`src/design/two_line_scroll_marquee_defines.svh`:
```
// Assertion macros for the two-line scroll marquee.
`ifndef TWO_LINE_SCROLL_MARQUEE_DEFINES_SVH
`define TWO_LINE_SCROLL_MARQUEE_DEFINES_SVH

// Same-cycle implication, checked on clk and disabled during reset.
`define TLSM_ASSERT_IMP(label, ante, cons) \
  label: assert property (@(posedge clk) disable iff (!rst_n) (ante) |-> (cons)) \
    else $error("two_line_scroll_marquee: assertion failed");

// Next-cycle implication, checked on clk and disabled during reset.
`define TLSM_ASSERT_NXT(label, ante, cons) \
  label: assert property (@(posedge clk) disable iff (!rst_n) (ante) |=> (cons)) \
    else $error("two_line_scroll_marquee: assertion failed");

`endif

```
`src/design/tlsm_pkg.sv`:
```
// Types, constants and the sequencer program of the two-line scroll marquee.
package tlsm_pkg;

  localparam int WINDOW_CHARS = 16;
  localparam int WIN_W        = $clog2(WINDOW_CHARS);
  localparam int CHAR_W       = 8;
  localparam int POS_W        = 8;
  localparam int LEN_W        = 9;
  localparam int OFF_W        = 10;
  localparam int CELL_W       = WIN_W + 1;

  localparam logic [CHAR_W-1:0] SPACE_CODE = 8'h20;

  typedef enum logic [1:0] {
    CMD_WRITE   = 2'd0,
    CMD_SET_LEN = 2'd1,
    CMD_TICK    = 2'd2,
    CMD_NOP     = 2'd3
  } cmd_t;

  typedef struct packed {
    cmd_t              cmd;
    logic              line_sel;
    logic [POS_W-1:0]  char_pos;
    logic [CHAR_W-1:0] char_code;
    logic [LEN_W-1:0]  text_length;
  } in_word_t;

  typedef struct packed {
    logic [CHAR_W-1:0] out_char;
    logic [CELL_W-1:0] cell_index;
    logic              frame_last;
  } out_word_t;

  typedef enum logic [2:0] {
    STEP_IDLE,
    STEP_BASE0,
    STEP_EMIT0,
    STEP_BASE1,
    STEP_EMIT1,
    STEP_FIN
  } step_t;

  typedef enum logic [1:0] {
    COND_ALWAYS,
    COND_START,
    COND_LAST
  } cond_t;

  typedef struct packed {
    logic  in_ready;
    logic  ld_base;
    logic  emit;
    logic  line;
    logic  advance;
    cond_t cond;
    step_t jmp;
  } ucw_t;

  typedef struct packed {
    logic             in_ready;
    logic             ld_base;
    logic             issue;
    logic             line;
    logic             advance;
    logic [WIN_W-1:0] cnt;
  } seq_ctl_t;

  function automatic ucw_t ucode(step_t step);
    ucw_t w;
    unique case (step)
      STEP_IDLE:  w = '{1'b1, 1'b0, 1'b0, 1'b0, 1'b0, COND_START,  STEP_BASE0};
      STEP_BASE0: w = '{1'b0, 1'b1, 1'b0, 1'b0, 1'b0, COND_ALWAYS, STEP_EMIT0};
      STEP_EMIT0: w = '{1'b0, 1'b0, 1'b1, 1'b0, 1'b0, COND_LAST,   STEP_BASE1};
      STEP_BASE1: w = '{1'b0, 1'b1, 1'b0, 1'b1, 1'b0, COND_ALWAYS, STEP_EMIT1};
      STEP_EMIT1: w = '{1'b0, 1'b0, 1'b1, 1'b1, 1'b0, COND_LAST,   STEP_FIN};
      STEP_FIN:   w = '{1'b0, 1'b0, 1'b0, 1'b0, 1'b1, COND_ALWAYS, STEP_IDLE};
      default:    w = '{1'b0, 1'b0, 1'b0, 1'b0, 1'b0, COND_ALWAYS, STEP_IDLE};
    endcase
    return w;
  endfunction

endpackage

```
`src/design/tlsm_line_ram.sv`:
```
// Line store memory with one write port and one registered read port.
module tlsm_line_ram import tlsm_pkg::*; #(
  parameter int AW = 9
) (
  input  logic              clk,
  input  logic              wr_en,
  input  logic [AW-1:0]     wr_addr,
  input  logic [CHAR_W-1:0] wr_data,
  input  logic              rd_en,
  input  logic [AW-1:0]     rd_addr,
  output logic [CHAR_W-1:0] rd_data
);

  logic [CHAR_W-1:0] mem [2**AW];
  logic [CHAR_W-1:0] rd_data_r;

  always_ff @(posedge clk) begin
    if (wr_en) begin
      mem[wr_addr] <= wr_data;
    end
  end

  always_ff @(posedge clk) begin
    if (rd_en) begin
      rd_data_r <= mem[rd_addr];
    end
  end

  assign rd_data = rd_data_r;

endmodule

```
`src/design/tlsm_useq.sv`:
```
// Microcoded sequencer: step counter, cell counter and program lookup.
module tlsm_useq import tlsm_pkg::*; (
  input  logic     clk,
  input  logic     rst_n,
  input  logic     in_valid,
  input  cmd_t     in_cmd,
  input  logic     issue_ok,
  output seq_ctl_t ctl
);

  step_t            step_r, step_nxt;
  logic [WIN_W-1:0] cnt_r, cnt_nxt;
  ucw_t             uw;
  logic             issue;
  logic             start;
  logic             last;
  logic             taken;

  always_ff @(posedge clk) begin
    if (!rst_n) begin
      step_r <= STEP_IDLE;
      cnt_r  <= '0;
    end else begin
      step_r <= step_nxt;
      cnt_r  <= cnt_nxt;
    end
  end

  always_comb begin
    uw    = ucode(step_r);
    issue = uw.emit && issue_ok;
    start = in_valid && uw.in_ready && (in_cmd == CMD_SET_LEN || in_cmd == CMD_TICK);
    last  = issue && (cnt_r == WIN_W'(WINDOW_CHARS - 1));
    unique case (uw.cond)
      COND_ALWAYS: taken = 1'b1;
      COND_START:  taken = start;
      COND_LAST:   taken = last;
      default:     taken = 1'b0;
    endcase
    step_nxt = taken ? uw.jmp : step_r;
    priority if (uw.ld_base) begin
      cnt_nxt = '0;
    end else if (issue) begin
      cnt_nxt = cnt_r + WIN_W'(1);
    end else begin
      cnt_nxt = cnt_r;
    end
    ctl.in_ready = uw.in_ready;
    ctl.ld_base  = uw.ld_base;
    ctl.issue    = issue;
    ctl.line     = uw.line;
    ctl.advance  = uw.advance;
    ctl.cnt      = cnt_r;
  end

endmodule

```
`src/design/tlsm_datapath.sv`:
```
// Datapath: line lengths, scroll offsets, window base, line store and output stage.
module tlsm_datapath import tlsm_pkg::*; #(
  parameter int LINE_CHARS = 256
) (
  input  logic      clk,
  input  logic      rst_n,
  input  logic      in_valid,
  input  in_word_t  in_data,
  input  seq_ctl_t  ctl,
  output logic      issue_ok,
  output logic      out_valid,
  output out_word_t out_data,
  input  logic      out_stall
);

  localparam int ADDR_W = $clog2(LINE_CHARS);
  localparam int MEM_AW = ADDR_W + 1;

  logic        [LEN_W-1:0]  len_r [2];
  logic        [LEN_W-1:0]  len_nxt [2];
  logic signed [OFF_W-1:0]  off_r [2];
  logic signed [OFF_W-1:0]  off_nxt [2];
  logic                     tick_r, tick_nxt;
  logic        [LEN_W-1:0]  base_r, base_nxt;
  logic                     pend_r, pend_nxt;
  logic                     pend_space_r;
  logic        [CELL_W-1:0] pend_cell_r;
  logic                     pend_last_r;
  logic                     out_valid_r, out_valid_nxt;
  out_word_t                out_data_r;

  logic                     accept;
  logic                     start;
  logic        [LEN_W-1:0]  len_sat;
  logic                     wr_en;
  logic        [MEM_AW-1:0] wr_addr;
  logic        [LEN_W-1:0]  sel_len;
  logic signed [OFF_W-1:0]  sel_off;
  logic        [LEN_W-1:0]  sel_pad;
  logic signed [OFF_W:0]    off_win;
  logic signed [OFF_W:0]    pad_s;
  logic        [LEN_W-1:0]  pos;
  logic                     space;
  logic        [MEM_AW-1:0] rd_addr;
  logic        [CHAR_W-1:0] ram_q;
  logic                     move;
  logic        [LEN_W-1:0]  adv_pad [2];
  logic signed [OFF_W:0]    adv_off [2];

  tlsm_line_ram #(.AW(MEM_AW)) u_ram (
    .clk     (clk),
    .wr_en   (wr_en),
    .wr_addr (wr_addr),
    .wr_data (in_data.char_code),
    .rd_en   (ctl.issue),
    .rd_addr (rd_addr),
    .rd_data (ram_q)
  );

  always_comb begin
    accept  = in_valid && ctl.in_ready;
    start   = accept && (in_data.cmd == CMD_SET_LEN || in_data.cmd == CMD_TICK);
    len_sat = (32'(in_data.text_length) > LINE_CHARS) ? LEN_W'(LINE_CHARS)
                                                      : in_data.text_length;
    wr_en   = accept && (in_data.cmd == CMD_WRITE) && (32'(in_data.char_pos) < LINE_CHARS);
    wr_addr = {in_data.line_sel, ADDR_W'(in_data.char_pos)};

    sel_len = len_r[ctl.line];
    sel_off = off_r[ctl.line];
    sel_pad = (sel_len < LEN_W'(WINDOW_CHARS)) ? LEN_W'(WINDOW_CHARS) : sel_len;
    off_win = {sel_off[OFF_W-1], sel_off} + (OFF_W+1)'(WINDOW_CHARS);
    pad_s   = $signed({2'b00, sel_pad});
    priority if (sel_off < 0) begin
      base_nxt = '0;
    end else if (off_win > pad_s) begin
      base_nxt = sel_pad - LEN_W'(WINDOW_CHARS);
    end else begin
      base_nxt = sel_off[LEN_W-1:0];
    end

    pos     = base_r + LEN_W'(ctl.cnt);
    space   = !(pos < sel_len);
    rd_addr = {ctl.line, ADDR_W'(pos)};

    move     = pend_r && (!out_valid_r || !out_stall);
    issue_ok = !pend_r || move;
    pend_nxt = ctl.issue ? 1'b1 : (move ? 1'b0 : pend_r);
    priority if (move) begin
      out_valid_nxt = 1'b1;
    end else if (!out_stall) begin
      out_valid_nxt = 1'b0;
    end else begin
      out_valid_nxt = out_valid_r;
    end

    tick_nxt = start ? (in_data.cmd == CMD_TICK) : tick_r;

    for (int k = 0; k < 2; k++) begin
      adv_pad[k] = (len_r[k] < LEN_W'(WINDOW_CHARS)) ? LEN_W'(WINDOW_CHARS) : len_r[k];
      adv_off[k] = {off_r[k][OFF_W-1], off_r[k]} + (OFF_W+1)'(WINDOW_CHARS);
      len_nxt[k] = len_r[k];
      off_nxt[k] = off_r[k];
      if (accept && in_data.cmd == CMD_SET_LEN && in_data.line_sel == 1'(k)) begin
        len_nxt[k] = len_sat;
        off_nxt[k] = -OFF_W'(1);
      end else if (ctl.advance && tick_r) begin
        if (adv_off[k] > $signed({2'b00, adv_pad[k]})) begin
          off_nxt[k] = -OFF_W'(1);
        end else begin
          off_nxt[k] = off_r[k] + OFF_W'(1);
        end
      end
    end
  end

  always_ff @(posedge clk) begin
    if (!rst_n) begin
      len_r[0]    <= '0;
      len_r[1]    <= '0;
      off_r[0]    <= '0;
      off_r[1]    <= '0;
      tick_r      <= 1'b0;
      pend_r      <= 1'b0;
      out_valid_r <= 1'b0;
    end else begin
      len_r[0]    <= len_nxt[0];
      len_r[1]    <= len_nxt[1];
      off_r[0]    <= off_nxt[0];
      off_r[1]    <= off_nxt[1];
      tick_r      <= tick_nxt;
      pend_r      <= pend_nxt;
      out_valid_r <= out_valid_nxt;
    end
  end

  always_ff @(posedge clk) begin
    if (ctl.ld_base) begin
      base_r <= base_nxt;
    end
    if (ctl.issue) begin
      pend_space_r <= space;
      pend_cell_r  <= {ctl.line, ctl.cnt};
      pend_last_r  <= ctl.line && (ctl.cnt == WIN_W'(WINDOW_CHARS - 1));
    end
    if (move) begin
      out_data_r.out_char   <= pend_space_r ? SPACE_CODE : ram_q;
      out_data_r.cell_index <= pend_cell_r;
      out_data_r.frame_last <= pend_last_r;
    end
  end

  assign out_valid = out_valid_r;
  assign out_data  = out_data_r;

endmodule

```
`src/design/two_line_scroll_marquee.sv`:
```
// Top level of the two-line scroll marquee for a 16x2 character display.
//
// Input words carry a command: write a character into line store 0 or 1,
// set a line's length (which restarts its scroll and sends a frame), or
// tick (send a frame, then advance both scroll offsets).
// A frame is 32 output words, cells 0-15 for the first row and 16-31 for
// the second, with frame_last set on cell 31.
// A character write does not stall the input. A length or tick word stalls
// the input for one base step per row, one line store read per cell, and
// one step to advance the offsets. The single read port of the line store
// sets the rate of one cell per cycle while the output is not stalled.
// A cell goes from the line store's read register to the output register.
// A stalled output holds its word; reads then wait until the output stage
// frees up, so no cell is lost. A new input word is taken while the last
// cells of a frame are still draining.
// Reset clears both lengths and offsets; the line store is not cleared.
module two_line_scroll_marquee import tlsm_pkg::*; #(
  parameter int LINE_CHARS = 256
) (
  input  logic      clk,
  input  logic      rst_n,
  input  logic      in_valid,
  output logic      in_stall,
  input  in_word_t  in_data,
  output logic      out_valid,
  input  logic      out_stall,
  output out_word_t out_data
);

  `include "two_line_scroll_marquee_defines.svh"

  seq_ctl_t ctl;
  logic     dp_issue_ok;

  tlsm_useq u_useq (
    .clk      (clk),
    .rst_n    (rst_n),
    .in_valid (in_valid),
    .in_cmd   (in_data.cmd),
    .issue_ok (dp_issue_ok),
    .ctl      (ctl)
  );

  tlsm_datapath #(.LINE_CHARS(LINE_CHARS)) u_datapath (
    .clk       (clk),
    .rst_n     (rst_n),
    .in_valid  (in_valid),
    .in_data   (in_data),
    .ctl       (ctl),
    .issue_ok  (dp_issue_ok),
    .out_valid (out_valid),
    .out_data  (out_data),
    .out_stall (out_stall)
  );

  assign in_stall = !ctl.in_ready;

  `TLSM_ASSERT_IMP(a_issue_room, ctl.issue, dp_issue_ok)
  `TLSM_ASSERT_IMP(a_last_cell, out_valid && out_data.frame_last, &out_data.cell_index)
  `TLSM_ASSERT_NXT(a_start_busy, in_valid && !in_stall && (in_data.cmd == CMD_TICK || in_data.cmd == CMD_SET_LEN), in_stall)

endmodule
```
`config.mk`:
```
export PLATFORM = sky130hd
export DESIGN_NAME = two_line_scroll_marquee
export DESIGN_NICKNAME = d
export VERILOG_FILES = /design/src/design/tlsm_pkg.sv /design/src/design/tlsm_line_ram.sv /design/src/design/tlsm_useq.sv /design/src/design/tlsm_datapath.sv /design/src/design/two_line_scroll_marquee.sv
export VERILOG_INCLUDE_DIRS = /design/src /design/src/design
export SDC_FILE = /design/constraint.sdc
export NUM_CORES = 2
export LEC_CHECK = 0
export BUFFER_PORTS_ARGS = -buffer_cell sky130_fd_sc_hd__clkbuf_2
export CAP_MARGIN = 20
export CORE_MARGIN = 3
export CORE_UTILIZATION = 30
export CTS_CLUSTER_SIZE = 24
export DETAILED_ROUTE_END_ITERATION = 8
export GPL_TIMING_DRIVEN = 1
export MAX_ROUTING_LAYER = met4
export SLEW_MARGIN = 0
export SYNTH_ARGS = -nofsm -noshare
export SYNTH_HDL_FRONTEND = slang
export SYNTH_MEMORY_MAX_BITS = 65536
export SYNTH_SLANG_ARGS = --single-unit
export TNS_END_PERCENT = 20
```
`constraint.sdc`:
```
create_clock -name clk -period 8.3 [get_ports clk]
set_input_delay 0.83 -clock clk [delete_from_list [all_inputs] [get_ports clk]]
set_output_delay 0.83 -clock clk [all_outputs]
set_load 0.01 [all_outputs]
```
* Word level (Yosys, flattened, before mapping) *
Memory sizes are Yosys's and may differ from the RTL's. A register that Yosys moved wholly into a read port is not among the register bits.
Index checks and enable logic that the tools add are counted.
W data, S select, Z words.

word-level totals
  bits of input ports = 32
  output and inout port bits = 16
  register bits = 40
  memories = 3
  word-level logic and storage cells = 100
  memory bits (writable) = 4134

memories
  name                  words  width  rd ports  clocked after memory_dff  write ports  RTL line             source
  u_datapath.u_ram.mem  512    8      1         1                         1            tlsm_line_ram.sv:14  logic [CHAR_W-1:0] mem [2**AW];
  u_datapath.off_r      2      10     3         0                         2            tlsm_datapath.sv:21  logic signed [OFF_W-1:0] off_r [2];
  u_datapath.len_r      2      9      3         0                         2            tlsm_datapath.sv:19  logic [LEN_W-1:0] len_r [2];

cells by class
  equality and inequality tests = 11
  $lt $le $gt $ge = 9
  reduce and logical (&&, ||, !) cells = 24
  add/subtract/negate cells = 8
  muxes and demuxes = 27
  bitwise gates (word level) = 6

operators by type and width
  operator                 count
  $mux W9                  9
  $mux W10                 8
  $pmux W10 S6             1
  $add A10 B6 Y11 const B  3
  $gt A11 B10 Y1           3
  $lt A9 B5 Y1 const B     3
  $add A10 B2 Y10 const B  2
  $logic_and A1 B1 Y1      11
  $lt A10 B1 Y1 const B    1
  $add A9 B4 Y9            1
  $gt A9 B9 Y1 const B     1
  $lt A9 B9 Y1             1
  $sub A9 B5 Y9 const B    1
  $mux W1                  8
  $eq A3 B2 Y1 const B     2
  $eq A3 B3 Y1 const B     2
  $logic_not A1 Y1         5
  $add A4 B1 Y4 const B    1
  $eq A2 B1 Y1 const B     2
  $eq A2 B2 Y1 const B     2
  $eq A4 B4 Y1 const B     1
  $logic_not A2 Y1         2
  $or A1 B1 Y1             4
  $eq A3 B1 Y1 const B     1
  7 further kinds          10

* Depth between registers and ports, before layout *
An unclocked memory read counts as a cell.

  depth in word-level cells = 8
  mapped depth = 22
  depth with buffers taken out = 19

* Hierarchy *
A second synthesis with hierarchy kept.

second synthesis, totals
  cells, all modules = 8602
  area total of the unflattened synthesis = 165222.2 µm²

by module, submodules not included
  module                   area each (µm²)  seq. area each (µm²)  cells an instance  instances
  tlsm_line_ram            160007.2         123238.2              8030               1
  tlsm_datapath            4762.1           1721.7                521                1
  tlsm_useq                449.2            140.1                 50                 1
  two_line_scroll_marquee  3.8              0.0                   1                  1

* Least setup slack after synthesis *
Ideal clock, no wire load.

  kind = flip-flop to flip-flop
  from = reg u_useq.step_r[1]
  to = reg u_datapath.base_r[5] (data pin)
  clock period less this slack = 4.022 ns
  setup slack = 4.278 ns
  arrival time = 3.733 ns
  cell stages (with the launch flop) = 21
  setup time = 0.289 ns
  path buffers = 5
  required time = 8.011 ns
  cell sequence = dfxtp_1 > buf_2 > or2_2 > mux2_2 > buf_2 > buf_1 > clkbuf_1 > nor2_1 > a21o_1 > ha_1 > xor2_1 > ha_1 > a21o_1 > a21o_1 > a21oi_1 > o21ai_0 > o21ai_0 > o41ai_4 > buf_2 > nor2_1 > a211oi_1

between the ends
  word-level cells in the longest chain between the ends = 7
  elaborated cells on any way between the ends = 16
  classes of those cells = add/sub: 2; order compare: 3; eq/ne: 5; mux: 3; reduce/logical: 1; memory: 2

ends and longest elaborated chain
  item                                                    RTL line                                  source
  start, declared                                         tlsm_useq.sv:11                           step_t step_r, step_nxt;
  start signal, assigned                                  tlsm_useq.sv:24                           step_r <= step_nxt;
  $eq A3 B3 Y1 (tied with other cells)                    tlsm_pkg.sv:71                            unique case (step)
  $pmux W10 S6 (*)                                        tlsm_pkg.sv:71
  $mem_v2 Z2 W9                                           n/a
  $lt A9 B5 Y1                                            tlsm_datapath.sv:70                       sel_pad = (sel_len < LEN_W'(WINDOW_CHARS)) ? LEN_W'(WINDOW_CHARS) : sel_len;
  $mux W9                                                 tlsm_datapath.sv:70
  $sub A9 B5 Y9 / $gt A11 B10 Y1 (equally long branches)  tlsm_datapath.sv:76, tlsm_datapath.sv:75
  $mux W9                                                 tlsm_datapath.sv:75                       end else if (off_win > pad_s) begin
  end signal, assigned                                    tlsm_datapath.sv:138                      base_r <= base_nxt;
  end, declared                                           tlsm_datapath.sv:24                       logic [LEN_W-1:0] base_r, base_nxt;

Every way passes the cells marked *; elsewhere a longest branch is shown, timed or not.
A chain may end at the register's enable or synchronous reset.

* Worst setup path after layout *
  from = reg u_datapath.base_r[0]
  to = reg u_datapath.u_ram.rd_data_r[6] (netlist: u_datapath.u_ram.rd_data[6]) (read register of u_datapath.u_ram.mem) (data pin)

between the ends
  word-level cells in the longest chain between the ends = 1

ends and longest elaborated chain
  item           RTL line             source
  $add A9 B4 Y9  tlsm_datapath.sv:81  pos = base_r + LEN_W'(ctl.cnt);
  end, declared  tlsm_line_ram.sv:15  logic [CHAR_W-1:0] rd_data_r;

No other way between the ends.

==> run_results.csv <==
group,metric,value,unit
logic_synthesis,synth.top_cells.by_area,"edfxtp_1 76%, mux4_2 16%, nor2_1 1.4%, nand2_1 1.3%, nand3_1 0.88%",
clocking,clockRootBuffer,"clkbuf_16",
finish,layout.cells.non_filler,15600,
clocking,cts_tree,"yes",
grt,grt_pass1_wl,615000,um
die,die_w,744,um
grt,antenna_found_initial,14,
logic_synthesis,netlist-cell-type-count,69,
detailed_routing,wl,428000,um
critical_path,worst_path_largest_cell_delay,1310,ps
critical_path,slowest_stage,"fa_4",
logic_synthesis,async_reset_ff_frac,0,
finish,final_common_cell,"edfxtp_1",
finish,utilization,0.343,
die,die_h,744,um
critical_path,path_class,"reg -> reg",
critical_path,setup.worst_path.start_class,"flip-flop",
run,drv_cap,0,
die,rows,270,
grt,grt_pass1_vias,81800,
placed_design,place.detailed.hpwl,258000,um
placed_design,io_buffers,47,
sta,finalSetupViolations,0,
finish,final_nets,8136,
clocking,h-tree-depth,5,
clocking,cts_inserted_buffers,404,
power_and_ir_drop,p_leak,56.5,nW
detailed_routing,drc_errors,0,
sta,timing.final.crit_period,5940,ps
critical_path,critPathMaxFanout,84,
die,initial_utilization,0.302,
sta,finalHoldViolCount,0,
detailed_routing,drt_iter0_drc,10200,
detailed_routing,ant_nets,0,
logic_synthesis,yosys_most_used_dff,"edfxtp_1",
detailed_routing,vias_per_cell,5.17,
logic_synthesis,syn-cell-area,164000,um^2
finish,final_cell_mix,"4,134 x edfxtp_1, 1,138 x mux4_2, 597 x nor2_1",
logic_synthesis,synth_cells,7915,
sta,final.setup_skew,54.8,ps
power_and_ir_drop,finalPower,0.0455,W
logic_synthesis,synth-seq-area-share,0.765,
grt,gr-total-overflow,0,
critical_path,worstPathCellList,"ha_4, fa_4, buf_12, buf_12, mux4_2, and3_1, a31oi_1, a31oi_1, o21ai_0, and4_1, o21ai_0, a221o_1",
critical_path,worstPathRequired,9030,ps
grt,grt_usage,0.155,
clocking,clockBufferDepth,4,
sta,hold-worst-slack,204,ps
sta,rsz0062_at_grt,"no",
placed_design,place_congestion,0.865,
clocking,cts_hold_buffers,0,
clocking,post_cts_resized,0,
logic_synthesis,syn_avg_cell_area,20.7,um^2
sta,tns,0,ps
finish,drive_gt1_frac,0.238,
clocking,clk_pin_slew,70,ps
detailed_routing,drt_first_pass_iters,5,
finish,area.growth.synth_to_final,13.8,%
logic_synthesis,ys_ff_latch,4182,
clocking,clock_sinks,4182,
clocking,postCtsSetupBuffers,0,
placed_design,place_inst,14900,
sta,timing.final.crit_share,0.716,
grt,grt_max_degree,212,
critical_path,end_kind,"flip-flop",
min_path,min_path_type,"in -> reg",
detailed_routing,wl_per_cell,27.4,um
sta,slew_headroom,0.0883,
die,die-area,554000,um^2
sta,finalMaxSlewViolations,0,
die,ios,48,
logic_synthesis,yosys_warnings,0,
logic_synthesis,synth_top_area_share,0.759,
power_and_ir_drop,irDropWorstVdd,0.183,mV
power_and_ir_drop,powerDensity,245,nW/um^2
logic_synthesis,synth_top_cell_by_area,"edfxtp_1",
logic_synthesis,synth_nets,7996,
clocking,insertion_delay,1030,ps
die,core,542000,um^2
logic_synthesis,synth_edf_count,4134,
detailed_routing,via_count,80700,
sta,fmax,168,MHz
status,status,"finished, final reports clean",
sta,tightestPinTransition,1370,ps
critical_path,worstPathArrival,6670,ps
[per-layer routing]
layer	global-route usage	wire, um
met5	-	0
met4	0.0412	12100
met3	0.0282	35800
met2	0.248	208000
met1	0.206	172000
[cell usage after synthesis, drive strengths merged, types with 4 or more instances]
master / instances
mux4: 1138
clkbuf: 251
xnor2: 14
nand4: 45
nor2b: 33
o21a: 12
a22o: 6
mux2i: 63
nand2b: 11
o32ai: 8
a21oi: 69
dfxtp: 48
and3: 34
a21boi: 8
o311ai: 4
edfxtp: 4134
o31ai: 6
o211ai: 9
a22oi: 8
nand2: 554
nand3: 287
nor4: 11
nor3: 17
inv: 31
o2111ai: 14
a211oi: 10
a32oi: 21
and2: 7
or2: 9
o22ai: 11
a21o: 6
ha: 48
nor2: 604
a31oi: 66
xor2: 10
a221o: 8
buf: 217
o21ai: 44
[power by group]
part / switching (W) / leakage, nW / total, W / internal (W)
logic: 0.00230 / 12.5 / 0.00382 / 0.00152
registers: 0.0000258 / 37.5 / 0.0232 / 0.0232
clock network: 0.00810 / 6.43 / 0.0185 / 0.0104
total: 0.0104 / 56.5 / 0.0455 / 0.0351
[critical path: cells and delay by family, from the launching register on]
family          cells  cell delay, ps
fa+ha+maj           2            1500
simple gates        2             500
flops               1             410
compound gates      5            1710
mux                 1             400
buf+inv             2             860
[registers in the layout (all words and copies together) (netlist names)]
register / cells
u_datapath.u_ram.mem: 4096
u_datapath.out_data: 14
u_datapath.tick_r: 1
u_datapath.pend_space_r: 1
u_datapath.u_ram.rd_data: 8
u_datapath.out_valid: 1
u_datapath.base_r: 9
u_datapath.pend_cell_r: 5
u_datapath.off_r: 20
u_datapath.pend_last_r: 1
u_datapath.pend_r: 1
u_useq.step_r: 3
u_datapath.len_r: 18
u_useq.cnt_r: 4
[final cells by class]
cell class                      instances  area [um^2]
Antenna cell                            8         20.0
Multi-Input combinational cell       3233        36600
Fill cell                           50100       356000
Timing Repair Buffer                  202         1980
Tap cell                             7208         9020
Inverter                               32          135
Clock buffer                          471        10400
Clock inverter                        274         2860
Sequential cell                      4182       125000
[metrics by stage]
stage | worst slack (ps) | instance area [um^2]
floorplan | 4280 | 164000
global placement | 1830 | 173000
global route | 2310 | 186000
detailed placement | 2420 | 173000
CTS | 2400 | 186000
finish | 2360 | 186000
[cell families after synthesis]
| group | Yosys count | share of synthesized area |
|---|---|---|
| multiplexers | 1204 | 0.161 |
| adder cells (fa/ha/maj) | 49 | 0.00379 |
| AND/OR/NAND/NOR | 1622 | 0.0422 |
| XOR/XNOR | 24 | 0.00138 |
| buffers and inverters | 500 | 0.0132 |
| AO/OA/AOI/OAI | 334 | 0.0139 |
| flip-flops | 4182 | 0.765 |
[path summary, 6_finish.rpt]
check,from,endpoint,slack [ps],cells after the start
setup / recovery,u_datapath.base_r[0],u_datapath.u_ram.rd_data[6],2360,12
hold / removal,in_data[7],u_datapath.len_r[0][7],200,4
setup reg to reg,u_datapath.base_r[0],u_datapath.u_ram.rd_data[6],2360,12
hold reg to reg,u_datapath.pend_last_r,u_datapath.out_data[0],490,0
No activity file was read; power rests on OpenSTA's default activity.
